`config.mk`:
```
export PLATFORM = sky130hd
export DESIGN_NAME = bmpdec_hdr_check
export DESIGN_NICKNAME = d
export VERILOG_FILES = /design/src/hdl/bmpdec_pkg.sv /design/src/hdl/bmpdec_hdr_check.sv
export SDC_FILE = /design/constraint.sdc
export NUM_CORES = 1
export LEC_CHECK = 0
export BUFFER_PORTS_ARGS = -buffer_cell sky130_fd_sc_hd__buf_4
export CAP_MARGIN = 5
export CORE_MARGIN = 2
export CORE_UTILIZATION = 54
export DETAILED_ROUTE_END_ITERATION = 12
export PLACE_DENSITY = 0.88
export SLEW_MARGIN = 0
export SYNTH_ARGS = -nofsm -noshare
export SYNTH_HDL_FRONTEND = slang
export SYNTH_SLANG_ARGS = --single-unit
```
`constraint.sdc`:
```
create_clock -name clock -period 16.9 [get_ports clock]
set_input_delay 4.225 -clock clock [delete_from_list [all_inputs] [get_ports clock]]
set_output_delay 4.225 -clock clock [all_outputs]
set_load 0.1 [all_outputs]
```
`src/hdl/bmpdec_pkg.sv`:
```
`timescale 1ns / 1ps
// Shared types, codes and helper functions for the BMP stream pixel decoder.
// No dependencies; the top level and the header check unit import this package.
`default_nettype none

package bmpdec_pkg;

   // Palette storage depth and its address width.
   localparam int PALETTE_DEPTH = 256;
   localparam int PAL_AW        = $clog2(PALETTE_DEPTH);

   // Result kinds.
   localparam logic KIND_PIXEL  = 1'b0;
   localparam logic KIND_STATUS = 1'b1;

   typedef enum logic [2:0] {
      STAT_OK          = 3'd0,
      STAT_TOO_SMALL   = 3'd1,
      STAT_BAD_SIG     = 3'd2,
      STAT_INVALID     = 3'd3,
      STAT_UNSUPPORTED = 3'd4,
      STAT_CORRUPT     = 3'd5
   } status_type;

   typedef enum logic [1:0] {
      PH_HEADER,
      PH_DATA,
      PH_DONE
   } phase_type;

   typedef enum logic [1:0] {
      TOP_RUN,
      TOP_CHECK,
      TOP_LOOK
   } top_state_type;

   typedef enum logic [1:0] {
      CK_IDLE,
      CK_EVAL,
      CK_MUL,
      CK_FINAL
   } chk_state_type;

   // One input transaction.
   typedef struct packed {
      logic [7:0] data_byte;
      logic       start_req;
   } req_payload_type;

   // One result transaction.
   typedef struct packed {
      logic        kind;
      logic [30:0] col;
      logic [30:0] row;
      logic [7:0]  red;
      logic [7:0]  green;
      logic [7:0]  blue;
      logic [7:0]  alpha;
      logic [2:0]  status;
      logic        final_res;
   } rsp_payload_type;

   // Captured header fields.
   typedef struct packed {
      logic [15:0] sig;
      logic [31:0] fsize;
      logic [31:0] off;
      logic [31:0] hs;
      logic [31:0] width;
      logic [31:0] height;
      logic [15:0] planes;
      logic [15:0] bpp;
      logic [31:0] cmp;
      logic [31:0] colors;
   } hdr_type;

   // Result of the header check unit.
   typedef struct packed {
      logic        done;
      logic [2:0]  status;
      logic [33:0] row_bytes;
      logic [32:0] wbytes;
      logic [31:0] hmag;
   } chk_res_type;

   // Replaces byte k of a 32-bit word.
   function automatic logic [31:0] put_byte(input logic [31:0] w, input logic [1:0] k,
                                            input logic [7:0] b);
      logic [31:0] r;
      r = w;
      r[{k, 3'b000} +: 8] = b;
      return r;
   endfunction

   // Trailing zero count of a nonzero byte.
   function automatic logic [2:0] tz8(input logic [7:0] b);
      logic [2:0] n;
      n = 3'd0;
      for (int i = 7; i >= 0; i--) begin
         if (b[i]) begin
            n = 3'(i);
         end
      end
      return n;
   endfunction

   // Bitfield channel extraction with a precomputed shift.
   function automatic logic [7:0] chan(input logic [31:0] v, input logic [31:0] m,
                                       input logic [4:0] tz);
      logic [31:0] t;
      t = (v & m) >> tz;
      if (m == 32'd0) begin
         return 8'd0;
      end
      return t[7:0];
   endfunction

endpackage

`default_nettype wire

```
`src/hdl/bmpdec_hdr_check.sv`:
```
`timescale 1ns / 1ps
// Header check unit: ordered validity checks and the row size times height
// product, computed with a shift-add multiplier. Depends on bmpdec_pkg.
`default_nettype none

module bmpdec_hdr_check
   import bmpdec_pkg::*;
(
   input  wire logic        clock,
   input  wire logic        reset,
   input  wire logic        start,
   input  wire hdr_type     hdr,
   input  wire logic [31:0] file_size,
   output chk_res_type      res
);

   chk_state_type state_ff, state_in;
   logic          done_ff, done_in;
   logic [2:0]    status_ff, status_in;
   logic [33:0]   rb_ff, rb_in;
   logic [32:0]   wb_ff, wb_in;
   logic [31:0]   hmag_ff, hmag_in;
   logic [65:0]   mcand_ff, mcand_in;
   logic [31:0]   mplier_ff, mplier_in;
   logic [65:0]   acc_ff, acc_in;
   logic [4:0]    cnt_ff, cnt_in;

   assign res.done      = done_ff;
   assign res.status    = status_ff;
   assign res.row_bytes = rb_ff;
   assign res.wbytes    = wb_ff;
   assign res.hmag      = hmag_ff;

   always_ff @(posedge clock) begin
      if (reset) begin
         state_ff <= CK_IDLE;
         done_ff  <= 1'b0;
      end else begin
         state_ff <= state_in;
         done_ff  <= done_in;
      end
      status_ff <= status_in;
      rb_ff     <= rb_in;
      wb_ff     <= wb_in;
      hmag_ff   <= hmag_in;
      mcand_ff  <= mcand_in;
      mplier_ff <= mplier_in;
      acc_ff    <= acc_in;
      cnt_ff    <= cnt_in;
   end

   // Check sequence: early checks, multiply, then the data and palette fit.
   always_comb begin
      logic [2:0]  st;
      logic [15:0] bpp;
      logic [32:0] w33;
      logic [32:0] wb;
      logic [33:0] rb;
      logic [31:0] pal;
      logic [34:0] need;
      logic [31:0] room;

      state_in  = state_ff;
      done_in   = 1'b0;
      status_in = status_ff;
      rb_in     = rb_ff;
      wb_in     = wb_ff;
      hmag_in   = hmag_ff;
      mcand_in  = mcand_ff;
      mplier_in = mplier_ff;
      acc_in    = acc_ff;
      cnt_in    = cnt_ff;

      bpp  = hdr.bpp;
      w33  = {1'b0, hdr.width};
      wb   = 33'd0;
      rb   = 34'd0;
      st   = STAT_OK;
      pal  = (hdr.colors == 32'd0) ? 32'd256 : hdr.colors;
      need = 35'd14 + {3'b000, hdr.hs};
      room = file_size - hdr.off;

      unique case (state_ff)
         CK_IDLE: begin
            if (start) begin
               state_in = CK_EVAL;
            end
         end
         CK_EVAL: begin
            priority if (file_size < 32'd54) begin
               st = STAT_TOO_SMALL;
            end else if (hdr.sig != 16'h4D42) begin
               st = STAT_BAD_SIG;
            end else if (hdr.fsize > file_size) begin
               st = STAT_INVALID;
            end else if (hdr.hs != 32'd40 && hdr.hs != 32'd108 && hdr.hs != 32'd124) begin
               st = STAT_UNSUPPORTED;
            end else if (hdr.width[31] || hdr.width == 32'd0 || hdr.height == 32'd0) begin
               st = STAT_INVALID;
            end else if (bpp != 16'd8 && bpp != 16'd24 && bpp != 16'd32) begin
               st = STAT_UNSUPPORTED;
            end else if (hdr.cmp != 32'd0 && hdr.cmp != 32'd3) begin
               st = STAT_UNSUPPORTED;
            end else if (hdr.planes != 16'd1) begin
               st = STAT_INVALID;
            end else begin
               st = STAT_OK;
            end
            // Row bytes from width and bytes per pixel, padded to four bytes.
            priority if (bpp == 16'd8) begin
               wb = w33;
            end else if (bpp == 16'd24) begin
               wb = w33 + {w33[31:0], 1'b0};
            end else begin
               wb = {w33[30:0], 2'b00};
            end
            rb = ({1'b0, wb} + 34'd3) & ~34'd3;
            wb_in     = wb;
            rb_in     = rb;
            hmag_in   = hdr.height[31] ? (~hdr.height + 32'd1) : hdr.height;
            mcand_in  = {32'd0, rb};
            mplier_in = hdr.height[31] ? (~hdr.height + 32'd1) : hdr.height;
            acc_in    = 66'd0;
            cnt_in    = 5'd0;
            if (st != STAT_OK) begin
               status_in = st;
               done_in   = 1'b1;
               state_in  = CK_IDLE;
            end else begin
               state_in = CK_MUL;
            end
         end
         CK_MUL: begin
            // One multiplier bit per cycle.
            if (mplier_ff[0]) begin
               acc_in = acc_ff + mcand_ff;
            end
            mcand_in  = {mcand_ff[64:0], 1'b0};
            mplier_in = {1'b0, mplier_ff[31:1]};
            cnt_in    = cnt_ff + 5'd1;
            if (cnt_ff == 5'd31) begin
               state_in = CK_FINAL;
            end
         end
         CK_FINAL: begin
            if (bpp == 16'd8) begin
               need = need + {1'b0, pal, 2'b00};
            end
            st = STAT_OK;
            priority if (hdr.off > file_size) begin
               st = STAT_CORRUPT;
            end else if (acc_ff > {34'd0, room}) begin
               st = STAT_CORRUPT;
            end else if (bpp == 16'd8 && need > {3'b000, file_size}) begin
               st = STAT_CORRUPT;
            end else begin
               st = STAT_OK;
            end
            if (bpp == 16'd32 && hdr.cmp == 32'd3) begin
               if (hdr.hs >= 32'd108) begin
                  if (need < 35'd70) begin
                     need = 35'd70;
                  end
               end else if (need < 35'd66) begin
                  need = 35'd66;
               end
            end
            if (st == STAT_OK && {3'b000, hdr.off} < need) begin
               st = STAT_CORRUPT;
            end
            status_in = st;
            done_in   = 1'b1;
            state_in  = CK_IDLE;
         end
         default: begin
            state_in = CK_IDLE;
         end
      endcase
   end

endmodule

`default_nettype wire
```
== Yosys cells after proc, flatten, opt, wreduce, memory -nomap -nowiden ==
Index checks and enable logic that the tools add are counted.

* Register bits: 272
* Input bits: 307
* Output and inout port bits: 103
* Word-level logic and storage cells: 110

* Add/subtract/negate cells: 8
* Magnitude comparators: 9
* Eq/ne operators: 21
* Multiplexer cells: 39
* Bitwise gates (word level): 1
* Reductions and logical operators: 22

{| class="wikitable"
|+ Operators with widths
! operator !! count
|-
| $pmux W66 S2 || 2
|-
| $mux W35 || 7
|-
| $mux W33 || 3
|-
| $logic_not A32 Y1 || 3
|-
| $lt A35 B7 Y1 const B || 2
|-
| $add A66 B66 Y66 || 1
|-
| $gt A66 B32 Y1 || 1
|-
| $mux W66 || 1
|-
| $gt A32 B32 Y1 || 2
|-
| $mux W32 || 2
|-
| $ne A32 B7 Y1 const B || 2
|-
| $pmux W32 S2 || 1
|-
| $mux W3 || 14
|-
| $add A33 B34 Y35 || 1
|-
| $gt A35 B32 Y1 || 1
|-
| $lt A32 B35 Y1 || 1
|-
| $add A33 B2 Y34 const B || 1
|-
| $add A32 B33 Y33 || 1
|-
| $add A4 B32 Y33 const A || 1
|-
| $add A32 B1 Y32 const B || 1
|-
| $eq A32 B2 Y1 const B || 1
|-
| $ge A32 B7 Y1 const B || 1
|-
| $lt A32 B6 Y1 const B || 1
|-
| $ne A32 B2 Y1 const B || 1
|-
| other kinds (30) || 48
|}

== Depth between registers and ports, before layout ==
Gate-level depths: netlist of run 1.

* Depth in word-level cells: 15
* Gate-level depth with buffers: 32
* Mapped depth without buffers: 31

== Worst setup path after synthesis of run 1 ==
OpenSTA, ideal clock, no wires.

* Path type: input -> register
* Start point: input port hdr[166] in the netlist's numbering
* End point: register status_ff[0] (data pin)
* Setup time: 0.267 ns
* Data arrival time: 9.985 ns
* Required time: 16.633 ns
* Slack: 6.648 ns
* Stages: 29
* Path buffers: 1
* Cell sequence: clkbuf_1 -> nand2_1 -> or4b_2 -> nor2_1 -> xnor2_1 -> inv_1 -> ha_1 -> and3_1 -> and2_1 -> o211ai_1 -> a21o_1 -> a2111oi_1 -> nor2_1 -> o211a_1 -> a311oi_1 -> a21o_1 -> or2_4 -> nand2_1 -> ha_1 -> a21oi_1 -> nor2b_1 -> o21ai_0 -> a21oi_1 -> o2111ai_1 -> a32oi_1 -> o21ai_0 -> a2111o_1 -> a221oi_1 -> o21ai_0

* Longest elaborated chain between the ends: 14
* Elaborated cells on any way between the ends: 34
* Classes of those cells: add/sub: 2; order compare: 5; eq/ne: 3; mux: 19; reduce/logical: 5

{| class="wikitable"
|+ Ends and longest elaborated chain
! element !! line !! text
|-
| start: declaration || bmpdec_hdr_check.sv:12 || <nowiki>input wire hdr_type hdr,</nowiki>
|-
| parallel branches: the longest is 13 deep, another holds $add A33 B34 Y35 || -- ||
|-
| $pmux W3 S2 * || bmpdec_hdr_check.sv:83 || <nowiki>unique case (state_ff)</nowiki>
|-
| net status_in[0] || bmpdec_hdr_check.sv:19 || <nowiki>logic [2:0] status_ff, status_in;</nowiki>
|-
| end signal: assignment || bmpdec_hdr_check.sv:42 || <nowiki>status_ff <= status_in;</nowiki>
|-
| end: declaration || bmpdec_hdr_check.sv:19 ||
|}

Mark *: on every way through the listed nets, which the timed path passes. The select of a mux whose other input is x is not followed.
A chain may end at the register's enable or synchronous reset.

== Worst setup path in the final report of run 1 ==
* Start point: input port hdr[161] in the netlist's numbering
* End point: register status_ff[0] (data pin)

Same word-level chain as after synthesis.

==> qor_table.md, run 1 <==
| Item | This run |
|---|---|
| Largest incremental delay on the critical path | 0.69 ns |
| Async S/R FF share, synth | 0 |
| Total detailed-routing wirelength | 83.2 mm |
| Half-perimeter wire length after detailed placement | 66.2 mm |
| #FFs+latches synth | 268 |
| Area share of the largest cell type after synthesis | 0.313 |
| Sequential element share of the synthesized area | 0.315 |
| Drt initial violations | 2088 |
| Number of cells on the worst reg-to-reg path | 14 |
| Total GRT Usage | 0.325 |
| Global-route wire length before repair | 128 mm |
| Share of post-route cells with drive strength above 1 | 0.191 |
| Placeable Area | 0.0466 mm^2 |
| Path class of the lowest-slack min-delay path | flop to flop |
| Number of clock sinks | 268 |
| Synthesis-to-layout area growth | 17.9% |
| Antenna Cells | 0 |
| Critical path fanouts, max | 6 |
| Highest Clock Rate | 91.7 MHz |
| Post-synth top flop | edfxtp_1 |
| RR Endpoint | acc_ff[64] |
| Row cnt | 79 |
| WP data required | 17.22 ns |
| Deepest clock path buffer count | 3 |
| Height of the chip | 221 um |
| Length of the first detailed-routing pass in iterations | 6 |
| Post-layout net count | 3795 |
| Clock latency reported for the late side of the worst-skew pair | 0.59 ns |
| # port buffers | 407 |
| Clock period minus final worst setup slack | 10.91 ns |
| Number of buffers inserted for hold repair after clock tree synthesis | 0 |
| Cell count of the worst hold path | 1 |
| Gate power share | 0.350 |
| CTS tree | done |
| Remaining DRCs | 0 |
| Worst Setup End Kind | flop |
| Result of the run | completed |
| Avg Synthesized Cell Area | 8.99 um^2 |
| Static Leak | 12.9 nW |
| Hold Path Origin | mplier_ff[2] |
| IO Count | 410 |
| Clock buffers created by TritonCTS | 28 |
| Peak ir drop on the vdd network | 0.0783 mV |
| Worst path most repeated cell | o21ai_0 |
| Wire length per cell after detailed routing | 21.9 um |
| Endpoint with the worst hold slack | mplier_ff[1] |
| Internal power | 1.47 mW |
| Clock-pin slew of the registers on the worst-case setup and hold paths | 0.06 ns |
| Post-cts resize count | 0 |
| Post-synth EDFFs | 265 |
| Library cell used as clock root buffer | clkbuf_16 |
| Launch instance of the worst register-to-register path | acc_ff[2] |
| Final Hold Fails | 0 |
| Reg-to-reg slack, setup | 12.11 ns |
| Family with the most delay on the worst path | compound AO/OA/AOI/OAI gates |
| Largest net degree at the start of global routing | 75 |
| RSZ-0062 raised after global routing | false |
| Arrival time reported for the critical path endpoint | 11.22 ns |
| Switching share of total power | 0.356 |
| Flop pwr share | 0.357 |
| Setup violators final | 0 |
| Vias after detailed routing | 24200 |
| Tot Pwr | 2.28 mW |
| Fraction of the cycle the final worst path needs | 0.645 |
| Fraction of power consumed by the clock network | 0.293 |
| Maximum level of the CTS H-tree | 1 |
| Number of antenna violations at the first check in global routing | 0 |
| Width of the die | 221 um |
| Summed negative setup slack over all endpoints | 0 ns |
| Master of the slowest instance on the critical path | a2111oi_1 |
| DRT antenna net count | 0 |
| Number of max-cap violations | 0 |
| Yosys warning count | 0 |
| Initial Util | 0.546 |
| Post-synth design cell area | 0.0254 mm^2 |
| Remaining max-slew budget at the tightest pin | 0.338 |
| Worst Max-Slew Pin Slew | 0.990 ns |
| Largest cells by area after synthesis | edfxtp_1 31%, ha_1 15%, a21oi_1 4.1% |
| Cell taking the most area after synthesis | edfxtp_1 |
| Worst setup skew after layout | 0.0429 ns |
| Per-cell via count in the routed design | 6.35 |
| Setup Buffers After CTS | 0 |
| Number of instances in the synthesized netlist | 2829 |
| Sw power | 0.813 mW |
| Worst path buffer plus inverter count | 4 |
| Worst Path Class, Setup | input pin to flop |
| Area of the die | 0.0489 mm^2 |
| Gpl congestion | 0.995 |
| Category of the worst setup path launch point | input pin |
| Number of global-route vias before repair | 23400 |
| Gr ovfl total | 0 |
| Number of max-slew violations in the final report | 0 |
| Number of distinct library cells after synthesis | 112 |
| Power density over the cells | 76.2 mW/mm^2 |
-- cells in the mapped netlist (33+ instances only) --
library cell    n
nand2_1       179
edfxtp_1      265
and2_1         58
ha_1          304
nand4_1        57
nor3_1         66
nor2b_1        34
mux2_2         54
a21oi_1       206
and3_1         33
nand3_1        81
nand2b_1       38
o21ai_0       153
a21o_1         92
xor2_1         71
clkbuf_1       83
inv_1         186
xnor2_1       105
nor4_1         70
nor2_1        230
-- metal layers --
| metal | share of wire | global-route usage |
|---|---|---|
| met5 | 0 | 0 |
| met4 | 0.050 | 0.152 |
| met3 | 0.087 | 0.0547 |
| met2 | 0.47 | 0.547 |
| met1 | 0.39 | 0.407 |
-- cells in the final DEF (no fill, tap or decap), drive strengths merged, types with 15 or more instances in the layout --
| cell | netlist | layout |
|---|---|---|
| a31oi | 32 | 32 |
| a211oi | 32 | 32 |
| nor2b | 35 | 35 |
| o21ai | 166 | 166 |
| nor3 | 70 | 70 |
| buf | 17 | 421 |
| o211ai | 27 | 27 |
| or2 | 23 | 23 |
| nand2 | 180 | 180 |
| mux2i | 21 | 21 |
| nand4 | 62 | 62 |
| nor2 | 235 | 235 |
| xor2 | 72 | 72 |
| inv | 187 | 188 |
| and3 | 33 | 33 |
| xnor2 | 105 | 105 |
| o31ai | 36 | 36 |
| mux2 | 55 | 55 |
| ha | 304 | 304 |
| nand2b | 38 | 38 |
| and2 | 58 | 58 |
| nor4b | 15 | 15 |
| clkbuf | 84 | 32 |
| nor4 | 75 | 75 |
| edfxtp | 265 | 265 |
| nand3 | 81 | 81 |
| or3 | 21 | 21 |
| a21o | 92 | 92 |
| a21oi | 209 | 209 |
| o21a | 27 | 27 |
-- power by group through the flow --
stage | Sequential (mW) | Clock, mW | Combinational (mW)
after floorplan | 0.942 | 0 | 0.431
after global placement | 0.827 | 0 | 0.767
after detailed placement | 0.828 | 0 | 0.779
after CTS | 0.815 | 0.675 | 0.786
after global routing | 0.819 | 0.701 | 0.863
final | 0.816 | 0.669 | 0.799
-- registers in the layout (all words and copies together), names as in the netlist, 3 cells and up, named ones only --
| name | flops |
|---|---|
| acc_ff | 64 |
| mcand_ff | 64 |
| wb_ff | 33 |
| hmag_ff | 32 |
| mplier_ff | 32 |
| rb_ff | 32 |
| cnt_ff | 5 |
| status_ff | 3 |
-- layout make-up --
cell class	count	area [um^2]
clock inverters	20	256
inverters	187	704
multi-input cells	2274	16400
well taps	607	759
flip-flops and latches	268	8020
fillers	3784	16600
clock buffers	32	746
repair buffers	421	3160
-- worst max path at each step --
| stage | from | to | cells past startpoint |
|---|---|---|---|
| 6_report | hdr[161] | status_ff[0] | 32 |
| 5_1_grt | hdr[161] | status_ff[0] | 32 |
| 4_1_cts | hdr[161] | status_ff[0] | 32 |
| 3_5_place_dp | hdr[161] | status_ff[0] | 32 |
| 3_3_place_gp | hdr[161] | status_ff[0] | 30 |
| 2_1_floorplan | hdr[166] | status_ff[0] | 29 |
-- kinds of logic after synthesis --
group                      after synthesis  synth area share
AOI/OAI and AO/OA                      741             0.191
and+or+nand+nor                        970             0.204
xor gates and xnor gates               177            0.0612
DFF                                    268             0.315
adders and majority gates              308             0.153
other                                    1          0.000147
buffers and inverters                  288            0.0435
muxes                                   76            0.0326
-- through the flow --
stage / worst slack (ns) / hold slack [ns] / instance area [um^2] / std cells / util
2_1_floorplan: 6.65 / 0.476 / 25400 / 2830 / -
3_3_place_gp: 5.80 / 0.503 / 29000 / 3757 / 0.623
4_1_cts: 6.15 / 0.548 / 30000 / 3809 / 0.644
3_5_place_dp: 5.59 / 0.527 / 29000 / 3757 / 0.623
6_report: 5.99 / 0.549 / 30000 / 3809 / 0.644
5_1_grt: 5.57 / 0.569 / 30000 / 3809 / 0.644
No activity file was read; power rests on OpenSTA's default activity.
==> run 2: changes to the inputs <==
--- a/config.mk
+++ b/config.mk
@@ -8,9 +8,9 @@
 export BUFFER_PORTS_ARGS = -buffer_cell sky130_fd_sc_hd__buf_4
 export CAP_MARGIN = 5
 export CORE_MARGIN = 2
-export CORE_UTILIZATION = 54
+export CORE_UTILIZATION = 53
 export DETAILED_ROUTE_END_ITERATION = 12
-export PLACE_DENSITY = 0.88
+export PLACE_DENSITY = 0.9
 export SLEW_MARGIN = 0
 export SYNTH_ARGS = -nofsm -noshare
 export SYNTH_HDL_FRONTEND = slang
==> constraint.sdc (replaced) <==
create_clock -name clock -period 9.79 [get_ports clock]
set_input_delay 2.4475 -clock clock [delete_from_list [all_inputs] [get_ports clock]]
set_output_delay 2.4475 -clock clock [all_outputs]
set_load 0.1 [all_outputs]
==> run 2 against run 1 <==
Combinational power grew 74%. Core utilization shrank 1.3 points. Critical path depth shrank 2. Clock-buffer cell count grew 3. Power grew 72%. Clock skew shrank 0.011 ns. Worst setup slack lost 5.0 ns. Non-clock buffer count grew 5. Sequential power grew 73%. Design area is essentially flat. Hold slack lost 0.024 ns. Global-route usage is essentially flat.
==> qor_table.md, run 2 (same netlist as run 1, synthesis figures left out) <==
| Item | This run | vs previous |
|---|---|---|
| Remaining max-slew budget at the tightest pin | 0.306 | -0.0323 |
| Post-layout net count | 3801 | +0.16% |
| WP data required | 10.12 ns | -7.10 ns |
| Share of post-route cells with drive strength above 1 | 0.192 | +0.000206 |
| Static Leak | 12.9 nW | about the same |
| Arrival time reported for the critical path endpoint | 9.16 ns | -2.06 ns |
| Global-route wire length before repair | 129 mm | +0.58% |
| Critical path fanouts, max | 6 | unchanged |
| Library cell used as clock root buffer | clkbuf_16 |  |
| Highest Clock Rate | 113 MHz |  |
| Half-perimeter wire length after detailed placement | 65.4 mm | -1.3% |
| DRT antenna net count | 0 | unchanged |
| Summed negative setup slack over all endpoints | 0 ns | unchanged |
| Fraction of met2 tracks used by global routing | 0.542 | -0.00524 |
| Row cnt | 80 | +1.3% |
| Total detailed-routing wirelength | 83.5 mm | +0.28% |
| Path class of the lowest-slack min-delay path | flop to flop |  |
| Gpl congestion | 0.993 | -0.20% |
| Peak ir drop on the vdd network | 0.150 mV | +92% |
| Placeable Area | 0.0475 mm^2 | +2.1% |
| Most common cell after layout, fill and taps aside | buf_4 |  |
| Clock buffers created by TritonCTS | 29 | +3.6% |
| Area of the die | 0.0498 mm^2 | +1.8% |
| Result of the run | completed |  |
| Slack of the critical path | 0.953 ns | -5.04 ns |
| Drt initial violations | 2283 | +9.3% |
| Number of global-route vias before repair | 23400 | +0.094% |
| Number of clock sinks | 268 | unchanged |
| Clock period minus final worst setup slack | 8.84 ns |  |
| Worst Setup Slack post-DPL | 0.434 ns | -5.16 ns |
| CTS tree | done |  |
| Per-cell via count in the routed design | 6.34 | -0.26% |
| Synthesis-to-layout area growth | 18.0% | about the same |
| Commonest cells after routing, fill and taps aside | 426 x buf_4, 301 x ha_1, 265 x edfxtp_1 |  |
| Post-cts resize count | 0 | unchanged |
| Worst setup skew after layout | 0.0321 ns | -0.0108 ns |
| Largest net degree at the start of global routing | 75 | unchanged |
| Number of fillers in the final layout | 3892 | +2.9% |
| Worst Max-Slew Pin Slew | 1.04 ns | +0.0513 ns |
| Number of buffers inserted for hold repair after clock tree synthesis | 0 | unchanged |
| Length of the first detailed-routing pass in iterations | 6 | unchanged |
| Category of the worst setup path launch point | input pin |  |
| Setup Buffers After CTS | 0 | unchanged |
| Clock latency reported for the late side of the worst-skew pair | 0.59 ns | about the same |
| Grt peak-use layer | met2 |  |
| IO Count | 410 | unchanged |
| Number of max-slew violations in the final report | 0 | unchanged |
| Worst Setup End Kind | flop |  |
| Fraction of the cycle the final worst path needs | 0.903 |  |
| Met3 Resource Use GR | 0.0611 | +0.00640 |
| Largest incremental delay on the critical path | 0.66 ns | -0.03 ns |
| Final Hold Fails | 0 | unchanged |
| Master of the slowest instance on the critical path | or4b_2 |  |
| RSZ-0062 raised after global routing | false |  |
| Width of the die | 223 um | +0.92% |
| Total GRT Usage | 0.325 | about the same |
| Power density over the cells | 131 mW/mm^2 | +72% |
| Post-Route Utilization | 0.631 | -0.0131 |
| Vias after detailed routing | 24200 | +0.16% |
| Height of the chip | 223 um | +0.92% |
| Number of antenna violations at the first check in global routing | 2 | +2 |
| Largest registers | acc_ff x64, mcand_ff x64, wb_ff x33 |  |
| Maximum level of the CTS H-tree | 1 | unchanged |
| # port buffers | 407 | unchanged |
| Clock-pin slew of the registers on the worst-case setup and hold paths | 0.07 ns | about the same |
| Wire length per cell after detailed routing | 21.8 um | -0.14% |
| Remaining DRCs | 0 | unchanged |
| Number of max-cap violations | 0 | unchanged |
| Initial Util | 0.535 | -0.0114 |
| Setup violators final | 0 | unchanged |
| Deepest clock path buffer count | 3 | unchanged |
| Worst Path Class, Setup | input pin to flop |  |
| GR Util met1 | 0.404 | -0.00341 |
| Gr ovfl total | 0 | unchanged |
==> run 2: cell count changes in the layout (fill, tap and decap cells not counted) <==
cell        change
inv_6           +2
clkbuf_1        +5
clkinv_8        -1
buf_4           +5
clkinvlp_4      -1
diode_2         +1
clkbuf_16       +1
clkbuf_8        -3
bufinv_16       -1
==> run 2: final cells by class <==
cell class                 instances  area (um^2)  share of cell area
timing repair buffer             426         3200               0.107
inverter                         187          704              0.0235
sequential                       268         8020               0.267
clock buffer                      35          748              0.0249
tap                              615          769              0.0256
multi-input combinational       2274        16400               0.545
antenna                            1         2.50           0.0000834
clock inverter                    19          220             0.00734
==> run 2: worst paths after layout <==
| check | startpoint | to | slack (ns) | cells after the start |
|---|---|---|---|---|
| worst max-delay path | hdr[161] | status_ff[0] | 0.95 | 30 |
| worst min-delay path | flop | flop | 0.53 | 2 |
| worst min register to register | flop | flop | 0.53 | 2 |
| worst max register to register | acc_ff[2] | acc_ff[64] | 5.01 | 14 |
==> run 2: per-layer routing <==
layer	wire (um)	share of wire
met4	4690	0.056
met1	32500	0.39
met5	0	0
met3	7890	0.094
met2	38400	0.46
==> run 2: critical path, delay by kind of cell <==
family                   cells  cell delay (ns)
AND/OR/NAND/NOR              9             1.99
adder cells (fa/ha/maj)      3             0.89
buffers and inverters        3             0.25
AO/OA/AOI/OAI               14             3.41
XOR/XNOR                     1             0.18
==> run 2: power breakdown <==
part | internal (mW) | switching, mW | total [mW]
logic | 0.499 | 0.890 | 1.39
registers | 1.36 | 0.0445 | 1.41
clock network | 0.654 | 0.484 | 1.14
total | 2.51 | 1.42 | 3.93
==> run 2: per-stage QoR <==
stage               area, um^2  instances  power (mW)  hold WS, ns
global route             30000       3825        4.10        0.556
detailed placement       29000       3770        2.78        0.518
global placement         29000       3770        2.75        0.501
finish                   30000       3825        3.93        0.525
CTS                      30000       3824        3.92        0.526
floorplan                25400       2830        2.37        0.476
